File: src/hdl/sdll_pkg.sv
package sdll_pkg;

    // Pool geometry
    localparam int NODE_COUNT = 32;
    localparam int IDX_W      = $clog2(NODE_COUNT);
    localparam int LINK_W     = $clog2(NODE_COUNT + 1);
    localparam int CNT_W      = LINK_W;

    // Field widths
    localparam int OP_W   = 2;
    localparam int VAL_W  = 32;
    localparam int ST_W   = 2;
    localparam int SLOT_W = 8;
    localparam int ACT_W  = 6;

    localparam logic [ACT_W-1:0]  ACTIVE_RESET = 6'd32;
    localparam logic [LINK_W-1:0] NULL_LINK    = '1;
    localparam logic [VAL_W-1:0]  FREE_VALUE   = '1;
    localparam logic [SLOT_W-1:0] NO_SLOT      = '1;

    typedef enum logic [OP_W-1:0] {
        OP_INSERT = 2'd0,
        OP_DELETE = 2'd1,
        OP_FIND   = 2'd2,
        OP_FIRST  = 2'd3
    } t_op;

    typedef enum logic [ST_W-1:0] {
        ST_OK        = 2'd0,
        ST_FULL      = 2'd1,
        ST_NOT_FOUND = 2'd2,
        ST_INVALID   = 2'd3
    } t_status;

    typedef struct packed {
        logic [LINK_W-1:0] prev;
        logic [LINK_W-1:0] next;
    } t_links;

    // Request from the list controller to the node store
    typedef struct packed {
        logic [IDX_W-1:0] rd_addr;
        logic             val_we;
        logic             link_we;
        logic [IDX_W-1:0] wr_addr;
        logic [VAL_W-1:0] wr_value;
        t_links           wr_links;
        logic             occ_clr;
        logic [IDX_W-1:0] occ_addr;
        logic             clear_all;
    } t_mem_cmd;

    // Registered read data; a free node reads as an all-ones value with null links
    typedef struct packed {
        logic [VAL_W-1:0] value;
        t_links           links;
    } t_mem_rsp;

    typedef struct packed {
        t_status           status;
        logic [VAL_W-1:0]  value;
        logic [SLOT_W-1:0] slot;
    } t_result;

    // Clamp the capacity register into 1..NODE_COUNT
    function automatic logic [CNT_W-1:0] eff_size(input logic [ACT_W-1:0] act);
        logic [CNT_W-1:0] s;
        if (act == '0) begin
            s = CNT_W'(1);
        end else if (int'(act) > NODE_COUNT) begin
            s = CNT_W'(NODE_COUNT);
        end else begin
            s = CNT_W'(act);
        end
        return s;
    endfunction

    function automatic logic [SLOT_W-1:0] to_slot(input logic [LINK_W-1:0] link);
        logic [SLOT_W-1:0] s;
        if (link == NULL_LINK) begin
            s = NO_SLOT;
        end else begin
            s = SLOT_W'(link);
        end
        return s;
    endfunction

endpackage

File: src/hdl/sdll_if.sv
interface sdll_in_if;
    logic                          valid;
    logic                          ready;
    logic [sdll_pkg::OP_W-1:0]     op;
    logic [sdll_pkg::VAL_W-1:0]    value;

    modport source (output valid, output op, output value, input ready);
    modport sink   (input valid, input op, input value, output ready);
endinterface

interface sdll_out_if;
    logic                          valid;
    logic                          ready;
    logic [sdll_pkg::ST_W-1:0]     status;
    logic [sdll_pkg::VAL_W-1:0]    result_value;
    logic [sdll_pkg::SLOT_W-1:0]   slot_index;

    modport source (output valid, output status, output result_value, output slot_index,
                    input ready);
    modport sink   (input valid, input status, input result_value, input slot_index,
                    output ready);
endinterface

File: src/hdl/sdll_store.sv
module sdll_store (
    input  logic               i_clk,
    input  logic               i_rst_n,
    input  sdll_pkg::t_mem_cmd i_cmd,
    output sdll_pkg::t_mem_rsp o_rsp,
    output logic [sdll_pkg::IDX_W-1:0] o_free_slot
);

    logic [sdll_pkg::VAL_W-1:0]    r_value_mem [sdll_pkg::NODE_COUNT];
    sdll_pkg::t_links              r_link_mem  [sdll_pkg::NODE_COUNT];
    logic [sdll_pkg::NODE_COUNT-1:0] r_occ;
    logic                          r_rd_occ;
    logic [sdll_pkg::VAL_W-1:0]    r_rd_value;
    sdll_pkg::t_links              r_rd_links;

    // Value memory: write on allocation, registered read
    always_ff @(posedge i_clk) begin
        if (i_cmd.val_we) begin
            r_value_mem[i_cmd.wr_addr] <= i_cmd.wr_value;
        end
        r_rd_value <= r_value_mem[i_cmd.rd_addr];
    end

    // Link memory: prev and next links of each node
    always_ff @(posedge i_clk) begin
        if (i_cmd.link_we) begin
            r_link_mem[i_cmd.wr_addr] <= i_cmd.wr_links;
        end
        r_rd_links <= r_link_mem[i_cmd.rd_addr];
    end

    // Occupancy bits: set on allocation, drop on delete, clear all on reset or resize
    always_ff @(posedge i_clk) begin
        if (!i_rst_n || i_cmd.clear_all) begin
            r_occ    <= '0;
            r_rd_occ <= 1'b0;
        end else begin
            if (i_cmd.val_we) begin
                r_occ[i_cmd.wr_addr] <= 1'b1;
            end
            if (i_cmd.occ_clr) begin
                r_occ[i_cmd.occ_addr] <= 1'b0;
            end
            r_rd_occ <= r_occ[i_cmd.rd_addr];
        end
    end

    // Free nodes read as all-ones value with null links
    always_comb begin
        if (r_rd_occ) begin
            o_rsp.value = r_rd_value;
            o_rsp.links = r_rd_links;
        end else begin
            o_rsp.value      = sdll_pkg::FREE_VALUE;
            o_rsp.links.prev = sdll_pkg::NULL_LINK;
            o_rsp.links.next = sdll_pkg::NULL_LINK;
        end
    end

    // Lowest free slot
    always_comb begin
        o_free_slot = '0;
        for (int i = sdll_pkg::NODE_COUNT - 1; i >= 0; i--) begin
            if (!r_occ[i]) begin
                o_free_slot = sdll_pkg::IDX_W'(i);
            end
        end
    end

endmodule

File: src/hdl/static_pool_doubly_linked_list.sv
// Path from accept to result valid: a rejected item or an empty list goes straight to S_EMIT;
// first reads the head in S_FIRST; insert passes S_ALLOC, then S_INS_FIX if there was a head;
// find walks in S_WALK; delete walks, then relinks in S_FIX_P, S_FIX_N; S_EMIT waits on o_rsp.
// Throughput: one item at a time, one node read per cycle during the walk; the next item is
// taken the cycle after the result is registered, even while that result waits.
// Reset (synchronous, active low) empties the list, capacity 32; a capacity write empties it.
module static_pool_doubly_linked_list (
    input  logic                       i_clk,
    input  logic                       i_rst_n,
    input  logic                       i_cfg_we,
    input  logic [sdll_pkg::ACT_W-1:0] i_cfg_wdata,
    sdll_in_if.sink                    i_req,
    sdll_out_if.source                 o_rsp
);

    typedef enum logic [7:0] {
        S_IDLE    = 8'b0000_0001,
        S_ALLOC   = 8'b0000_0010,
        S_INS_FIX = 8'b0000_0100,
        S_WALK    = 8'b0000_1000,
        S_FIX_P   = 8'b0001_0000,
        S_FIX_N   = 8'b0010_0000,
        S_FIRST   = 8'b0100_0000,
        S_EMIT    = 8'b1000_0000
    } t_state;

    t_state                          r_state, n_state;
    logic [sdll_pkg::ACT_W-1:0]      r_active, n_active;
    logic [sdll_pkg::LINK_W-1:0]     r_head, n_head;
    logic [sdll_pkg::CNT_W-1:0]      r_count, n_count;
    sdll_pkg::t_op                   r_op, n_op;
    logic [sdll_pkg::VAL_W-1:0]      r_val, n_val;
    logic [sdll_pkg::LINK_W-1:0]     r_idx, n_idx;
    logic [sdll_pkg::CNT_W-1:0]      r_step, n_step;
    logic [sdll_pkg::LINK_W-1:0]     r_prev, n_prev;
    logic [sdll_pkg::LINK_W-1:0]     r_next, n_next;
    sdll_pkg::t_result               r_res, n_res;
    logic                            r_out_valid, n_out_valid;
    sdll_pkg::t_result               r_out, n_out;

    sdll_pkg::t_mem_cmd              mem_cmd;
    sdll_pkg::t_mem_rsp              mem_rsp;
    logic [sdll_pkg::IDX_W-1:0]      free_slot;
    logic [sdll_pkg::CNT_W-1:0]      size;
    logic [sdll_pkg::CNT_W-1:0]      step_inc;
    logic [sdll_pkg::LINK_W-1:0]     walk_next;

    sdll_store u_store (
        .i_clk       (i_clk),
        .i_rst_n     (i_rst_n),
        .i_cmd       (mem_cmd),
        .o_rsp       (mem_rsp),
        .o_free_slot (free_slot)
    );

    assign size      = sdll_pkg::eff_size(r_active);
    assign step_inc  = r_step + sdll_pkg::CNT_W'(1);
    assign walk_next = (mem_rsp.links.next < size) ? mem_rsp.links.next : sdll_pkg::NULL_LINK;

    assign i_req.ready        = (r_state == S_IDLE);
    assign o_rsp.valid        = r_out_valid;
    assign o_rsp.status       = r_out.status;
    assign o_rsp.result_value = r_out.value;
    assign o_rsp.slot_index   = r_out.slot;

    // Sequence one operation over the node store
    always_comb begin
        n_state     = r_state;
        n_active    = r_active;
        n_head      = r_head;
        n_count     = r_count;
        n_op        = r_op;
        n_val       = r_val;
        n_idx       = r_idx;
        n_step      = r_step;
        n_prev      = r_prev;
        n_next      = r_next;
        n_res       = r_res;
        n_out       = r_out;
        n_out_valid = r_out_valid && !o_rsp.ready;

        mem_cmd          = '0;
        mem_cmd.rd_addr  = r_idx[sdll_pkg::IDX_W-1:0];

        case (r_state)
            S_IDLE: begin
                if (i_req.valid) begin
                    n_op  = sdll_pkg::t_op'(i_req.op);
                    n_val = i_req.value;
                    n_res.status = sdll_pkg::ST_NOT_FOUND;
                    n_res.value  = sdll_pkg::FREE_VALUE;
                    n_res.slot   = sdll_pkg::NO_SLOT;
                    if (sdll_pkg::t_op'(i_req.op) == sdll_pkg::OP_FIRST) begin
                        if (r_count == '0 || r_head >= size) begin
                            n_state = S_EMIT;
                        end else begin
                            mem_cmd.rd_addr = r_head[sdll_pkg::IDX_W-1:0];
                            n_state         = S_FIRST;
                        end
                    end else if (i_req.value == sdll_pkg::FREE_VALUE) begin
                        n_res.status = sdll_pkg::ST_INVALID;
                        n_state      = S_EMIT;
                    end else if (sdll_pkg::t_op'(i_req.op) == sdll_pkg::OP_INSERT) begin
                        if (r_count >= size) begin
                            n_res.status = sdll_pkg::ST_FULL;
                            n_state      = S_EMIT;
                        end else begin
                            n_state = S_ALLOC;
                        end
                    end else begin
                        if (r_count == '0 || r_head >= size) begin
                            n_state = S_EMIT;
                        end else begin
                            mem_cmd.rd_addr = r_head[sdll_pkg::IDX_W-1:0];
                            n_idx           = r_head;
                            n_step          = '0;
                            n_state         = S_WALK;
                        end
                    end
                end
            end

            // Write the new node at the lowest free slot, fetch the old head
            S_ALLOC: begin
                mem_cmd.val_we        = 1'b1;
                mem_cmd.link_we       = 1'b1;
                mem_cmd.wr_addr       = free_slot;
                mem_cmd.wr_value      = r_val;
                mem_cmd.wr_links.prev = sdll_pkg::NULL_LINK;
                mem_cmd.wr_links.next = r_head;
                n_idx = sdll_pkg::LINK_W'(free_slot);
                n_res.status = sdll_pkg::ST_OK;
                n_res.value  = r_val;
                n_res.slot   = sdll_pkg::SLOT_W'(free_slot);
                if (r_head < size) begin
                    mem_cmd.rd_addr = r_head[sdll_pkg::IDX_W-1:0];
                    n_state         = S_INS_FIX;
                end else begin
                    n_head  = sdll_pkg::LINK_W'(free_slot);
                    n_count = r_count + sdll_pkg::CNT_W'(1);
                    n_state = S_EMIT;
                end
            end

            // Point the old head back at the new node
            S_INS_FIX: begin
                mem_cmd.link_we       = 1'b1;
                mem_cmd.wr_addr       = r_head[sdll_pkg::IDX_W-1:0];
                mem_cmd.wr_links.prev = r_idx;
                mem_cmd.wr_links.next = mem_rsp.links.next;
                n_head  = r_idx;
                n_count = r_count + sdll_pkg::CNT_W'(1);
                n_state = S_EMIT;
            end

            // Compare one node per cycle, advance along the next links
            S_WALK: begin
                if (mem_rsp.value == r_val) begin
                    n_res.status = sdll_pkg::ST_OK;
                    n_res.value  = r_val;
                    n_res.slot   = sdll_pkg::to_slot(r_idx);
                    if (r_op == sdll_pkg::OP_DELETE) begin
                        mem_cmd.occ_clr  = 1'b1;
                        mem_cmd.occ_addr = r_idx[sdll_pkg::IDX_W-1:0];
                        n_count = r_count - sdll_pkg::CNT_W'(1);
                        n_prev  = mem_rsp.links.prev;
                        n_next  = walk_next;
                        if (mem_rsp.links.prev >= size) begin
                            n_head = walk_next;
                            if (walk_next != sdll_pkg::NULL_LINK) begin
                                mem_cmd.rd_addr = walk_next[sdll_pkg::IDX_W-1:0];
                                n_prev          = sdll_pkg::NULL_LINK;
                                n_state         = S_FIX_N;
                            end else begin
                                n_state = S_EMIT;
                            end
                        end else begin
                            mem_cmd.rd_addr = mem_rsp.links.prev[sdll_pkg::IDX_W-1:0];
                            n_state         = S_FIX_P;
                        end
                        if (r_count == sdll_pkg::CNT_W'(1)) begin
                            n_head = sdll_pkg::NULL_LINK;
                        end
                    end else begin
                        n_state = S_EMIT;
                    end
                end else if (step_inc >= size || mem_rsp.links.next >= size) begin
                    n_state = S_EMIT;
                end else begin
                    mem_cmd.rd_addr = mem_rsp.links.next[sdll_pkg::IDX_W-1:0];
                    n_idx           = mem_rsp.links.next;
                    n_step          = step_inc;
                end
            end

            // Relink the previous node past the removed one
            S_FIX_P: begin
                mem_cmd.link_we       = 1'b1;
                mem_cmd.wr_addr       = r_prev[sdll_pkg::IDX_W-1:0];
                mem_cmd.wr_links.prev = mem_rsp.links.prev;
                mem_cmd.wr_links.next = r_next;
                if (r_next != sdll_pkg::NULL_LINK) begin
                    mem_cmd.rd_addr = r_next[sdll_pkg::IDX_W-1:0];
                    n_state         = S_FIX_N;
                end else begin
                    n_state = S_EMIT;
                end
            end

            // Relink the following node back
            S_FIX_N: begin
                mem_cmd.link_we       = 1'b1;
                mem_cmd.wr_addr       = r_next[sdll_pkg::IDX_W-1:0];
                mem_cmd.wr_links.prev = r_prev;
                mem_cmd.wr_links.next = mem_rsp.links.next;
                n_state = S_EMIT;
            end

            S_FIRST: begin
                n_res.status = sdll_pkg::ST_OK;
                n_res.value  = mem_rsp.value;
                n_res.slot   = sdll_pkg::to_slot(r_head);
                n_state      = S_EMIT;
            end

            // Hand the result to the output register once it is free
            S_EMIT: begin
                if (!r_out_valid || o_rsp.ready) begin
                    n_out_valid = 1'b1;
                    n_out       = r_res;
                    n_state     = S_IDLE;
                end
            end

            default: begin
                n_state = S_IDLE;
            end
        endcase

        // Capacity write empties the pool
        if (i_cfg_we) begin
            n_active          = i_cfg_wdata;
            n_head            = sdll_pkg::NULL_LINK;
            n_count           = '0;
            mem_cmd.clear_all = 1'b1;
        end
    end

    // Control registers
    always_ff @(posedge i_clk) begin
        if (!i_rst_n) begin
            r_state     <= S_IDLE;
            r_active    <= sdll_pkg::ACTIVE_RESET;
            r_head      <= sdll_pkg::NULL_LINK;
            r_count     <= '0;
            r_out_valid <= 1'b0;
        end else begin
            r_state     <= n_state;
            r_active    <= n_active;
            r_head      <= n_head;
            r_count     <= n_count;
            r_out_valid <= n_out_valid;
        end
    end

    // Payload registers
    always_ff @(posedge i_clk) begin
        r_op   <= n_op;
        r_val  <= n_val;
        r_idx  <= n_idx;
        r_step <= n_step;
        r_prev <= n_prev;
        r_next <= n_next;
        r_res  <= n_res;
        r_out  <= n_out;
    end

endmodule
File: src/flat_wrapper.sv
// flat-port wrapper written by rule: the top's interface ports become plain ports
module static_pool_doubly_linked_list_flat 
  (i_clk, i_rst_n, i_cfg_we, i_cfg_wdata, i_req_valid, i_req_op, i_req_value, i_req_ready, o_rsp_valid, o_rsp_status, o_rsp_result_value, o_rsp_slot_index, o_rsp_ready);
  sdll_in_if i_req_i ();
  sdll_out_if o_rsp_i ();
  input  logic i_clk;
  input  logic i_rst_n;
  input  logic i_cfg_we;
  input  logic [sdll_pkg::ACT_W-1:0] i_cfg_wdata;
  input wire logic [$bits(i_req_i.valid)-1:0] i_req_valid;
  input wire logic [$bits(i_req_i.op)-1:0] i_req_op;
  input wire logic [$bits(i_req_i.value)-1:0] i_req_value;
  output wire logic [$bits(i_req_i.ready)-1:0] i_req_ready;
  output wire logic [$bits(o_rsp_i.valid)-1:0] o_rsp_valid;
  output wire logic [$bits(o_rsp_i.status)-1:0] o_rsp_status;
  output wire logic [$bits(o_rsp_i.result_value)-1:0] o_rsp_result_value;
  output wire logic [$bits(o_rsp_i.slot_index)-1:0] o_rsp_slot_index;
  input wire logic [$bits(o_rsp_i.ready)-1:0] o_rsp_ready;
  assign i_req_i.valid = i_req_valid;
  assign i_req_i.op = i_req_op;
  assign i_req_i.value = i_req_value;
  assign i_req_ready = i_req_i.ready;
  assign o_rsp_valid = o_rsp_i.valid;
  assign o_rsp_status = o_rsp_i.status;
  assign o_rsp_result_value = o_rsp_i.result_value;
  assign o_rsp_slot_index = o_rsp_i.slot_index;
  assign o_rsp_i.ready = o_rsp_ready;
  static_pool_doubly_linked_list u_core (.i_clk(i_clk), .i_rst_n(i_rst_n), .i_cfg_we(i_cfg_we), .i_cfg_wdata(i_cfg_wdata), .i_req(i_req_i), .o_rsp(o_rsp_i));
endmodule
File: config.mk
export PLATFORM = sky130hd
export DESIGN_NAME = static_pool_doubly_linked_list_flat
export DESIGN_NICKNAME = d
export VERILOG_FILES = /design/src/hdl/sdll_pkg.sv /design/src/hdl/sdll_if.sv /design/src/hdl/sdll_store.sv /design/src/hdl/static_pool_doubly_linked_list.sv /design/src/flat_wrapper.sv
export SDC_FILE = /design/constraint.sdc
export NUM_CORES = 2
export LEC_CHECK = 0
export BUFFER_PORTS_ARGS = -buffer_cell sky130_fd_sc_hd__clkbuf_2
export CORE_ASPECT_RATIO = 2
export CORE_MARGIN = 2
export CORE_UTILIZATION = 40
export CTS_BUF_LIST = sky130_fd_sc_hd__clkbuf_8
export DETAILED_ROUTE_END_ITERATION = 12
export SLEW_MARGIN = 20
export SYNTH_ARGS = -nofsm -noshare
export SYNTH_HDL_FRONTEND = slang
export SYNTH_SLANG_ARGS = --single-unit
export TNS_END_PERCENT = 1
File: constraint.sdc
create_clock -name i_clk -period 5.2 [get_ports i_clk]
set_input_delay 1.04 -clock i_clk [delete_from_list [all_inputs] [get_ports i_clk]]
set_output_delay 1.04 -clock i_clk [all_outputs]
set_load 0.03 [all_outputs]
==> metrics.txt <==
hold_buf cts=0; register area share after synthesis=0.722; first-pass GRT wire length=approximately 300000 um; f_max=between 0.2 and 0.25 GHz; Core Rows=roughly 210; crit share post-route=0.940; Clock Pin Slew Worst Setup and Hold Paths=70 ps; Die Ht=584 um; vias in the first global route=between 40000 and 50000; critical path depth=17; vias per cell=5.81; Worst VDD drop=0.000194 V; CTS H-tree depth=4; Synth Area in Simple Gates=0.0912; Power Dens Cells=around 370 nW/um^2; # IOs=89; flop-to-flop setup slack=between 300 and 400 ps; Core Region=about 170000 sq um; Clock Sinks=1652; Post-DRT Antenna Nets=0; CP Class=reg -> reg; post-synth top area share=0.691; CP cell instances=inv_1 > nor2_1 > inv_1 > ha_1 > a21o_1 > a21oi_1 > nand3_1 > a21oi_1 > o221ai_1 > mux2_2 > o2111a_4 > or3_2 > buf_12 > o22ai_1 > nor4_2 > buf_4 > a211oi_2; Bufs and invs on worst path=4; Root Buffer=clkbuf_8; crit path max fanout=21; Initial Util=0.403; share of cells above drive strength 1=0.201; xor and xnor fraction of the mapped netlist area=0.00326; status=finished, final reports clean; Post-CTS Setup Bufs=0; Synth Area in Adders=0.00633; DP Worst Slack=-385 ps; Post-Syn Area=67300 sq um; Primary FF master, synth=edfxtp_1; per-cell routed wire length=28.4 um; Clock Skew=65.8 ps; max_cap viols=0; CP Launch Point=u_core.u_store.r_rd_occ; Synth area leader=edfxtp_1; crit path to=u_core.u_store.r_rd_value[19]; Detailed Routing Iterations Pass 1=5; synth warn=0; min-delay worst type=in -> reg; main combinational cell family by area after synthesis=compound AO/OA/AOI/OAI gates; Filler Cell Count=approximately 14000; all-layer global routing usage=0.238; routability cong.=0.954; vias post-DR=between 40000 and 50000; Slew headroom=0.230; Max clock buf depth=4; Distinct cells, synth=79; pin count of the biggest net entering global routing=58; Hold Crit Start=i_req_value[21]; WP data required=6030 ps; Seq cells post-synth=1652; quantity of I/O buffers inserted on ports=88; Crit Reg-Reg Startpoint=u_core.u_store.r_rd_occ; final hold violations=0; CP top delay family=compound AO/OA/AOI/OAI gates; Die Wd=between 200 and 300 um; final net count=5094; Layout Utilization=0.469; Iteration-0 DRC Markers=3566; final WL=between 200000 and 250000 um; RSZ-0062 raised after global routing=false; Worst Max-Slew Pin Slew=1160 ps; synth top area cells=edfxtp_1, nand2_1, mux2i_1; Post-synth EDFFs=around 1500; CTS Buf Count=223; Worst setup EP type=flip-flop; largest stage delay on the critical path=550 ps; Synth Net Count=4626; TritonCTS clock tree=yes; placed inst area=74100 sq um; slowest cell on the critical path=or3_2; post-synthesis compound-gate area fraction=0.0924; Pins Over Slew Limit=0; Design Power=28900 uW; CP startpoint kind=flip-flop; setup ws final=311 ps; initial antenna violation count=3; async set or reset register ratio after synthesis=0; Remaining DRCs=0; Finish-stage setup viols=0; gr ovfl total=0; Syn-to-layout area delta=16.4%; Final min period=between 4000 and 5000 ps; Critical R2R Capture=u_core.u_store.r_rd_value[19]; Worst R2R Path Depth=17; syn avg cell area=14.8 sq um; mux cell area share after synthesis=0.0646; crit path DAT=5720 ps; die area=roughly 170000 sq um; hpwl dp=137000 um; P_leak=0.0257 uW; fin area=78300 sq um; Post-Synthesis Cells=4547; worst skew pair latency=940 ps
[cell type report]
type,instances,area [sq um],area share
Antenna cell,5,12.5,0.000160
Clock inverter,160,920,0.0118
Sequential cell,1652,48600,0.621
Timing Repair Buffer,522,4980,0.0637
Tap cell,2140,2680,0.0342
Multi-Input combinational cell,2584,17800,0.227
Clock buffer,232,3190,0.0408
Inverter,32,120,0.00153
[layout by cell type (no fill, tap or decap), types with 100 or more instances in the layout]
cell type,netlist,final
a21oi_1,146,144
a32oi_1,178,178
buf_12,0,100
buf_4,10,330
clkbuf_8,0,232
dfxtp_1,104,103
edfxtp_1,1548,1548
mux2i_1,315,315
nand2_1,841,837
nor2_1,139,108
[stage by stage]
stage	hold WS (ps)	instances	setup TNS (ps)
finish	297	7327	0
floorplan	400	4547	0
global placement	400	6927	-9060
global route	284	7323	0
CTS	212	7320	0
detailed placement	405	6928	-12310
[state kept, by name (all words and copies together) (netlist names), 7 cells and up]
register                    flops
u_core.u_store.r_rd_links      12
u_core.u_store.r_rd_value      32
u_core.o_rsp.result_value      32
u_core.r_val                   32
u_core.o_rsp.slot_index         7
u_core.u_store.r_link_mem     384
u_core.u_store.r_value_mem   1024
u_core.r_res                   41
u_core.r_state                  8
u_core.u_store.r_occ           32
[metal layers]
layer	GRT usage	vias to the layer above	wire (um)
li1	-	18589	-
met3	0.0282	530	11300
met1	0.261	21697	73100
met4	0.121	0	11200
met2	0.448	1736	112000
met5	0	-	0
[worst min-delay path by stage]
stage | slack, ps | depth (start not counted) | to
floorplan | 400 | 0 | u_core.o_rsp.result_value[0]
global placement | 400 | 0 | u_core.o_rsp.result_value[12]
detailed placement | 400 | 0 | u_core.o_rsp.result_value[10]
CTS | 210 | 1 | u_core.r_val[14]
global route | 280 | 1 | u_core.r_val[5]
finish | 300 | 1 | u_core.r_val[21]
[timing repair]
| action | in CTS | in global routing |
|---|---|---|
| endpoints found under the hold margin | 0 | 0 |
| resized for setup | 0 | 4 |
| setup endpoints to repair | 0 | 3 |
[power breakdown]
group | leakage [uW] | internal (uW) | switching [uW]
combinational | 0.00917 | 1830 | 2490
clock | 0.00235 | 4610 | 4860
sequential | 0.0141 | 14600 | 467
[synthesized netlist by cell type, drive strengths merged, types with 18 or more instances]
master / n
a32oi: 178
a31oi: 18
a21oi: 146
dfxtp: 104
a22oi: 23
a22o: 48
inv: 32
nor3: 31
a211oi: 65
o22ai: 56
edfxtp: 1548
nand3: 80
nand4: 24
ha: 34
buf: 99
clkbuf: 180
nand2b: 40
o2111a: 45
nor2: 140
o21ai: 87
nand2: 841
mux4: 52
and2: 49
mux2i: 315
nor4: 58
o211ai: 21
[cell families after synthesis]
| kind of cell | count (synthesis) |
|---|---|
| flip-flops | 1652 |
| XOR/XNOR | 25 |
| AO/OA/AOI/OAI | 801 |
| adder cells (fa/ha/maj) | 34 |
| buffers and inverters | 311 |
| AND/OR/NAND/NOR | 1355 |
| multiplexers | 369 |
No activity file was read; power rests on OpenSTA's default activity.
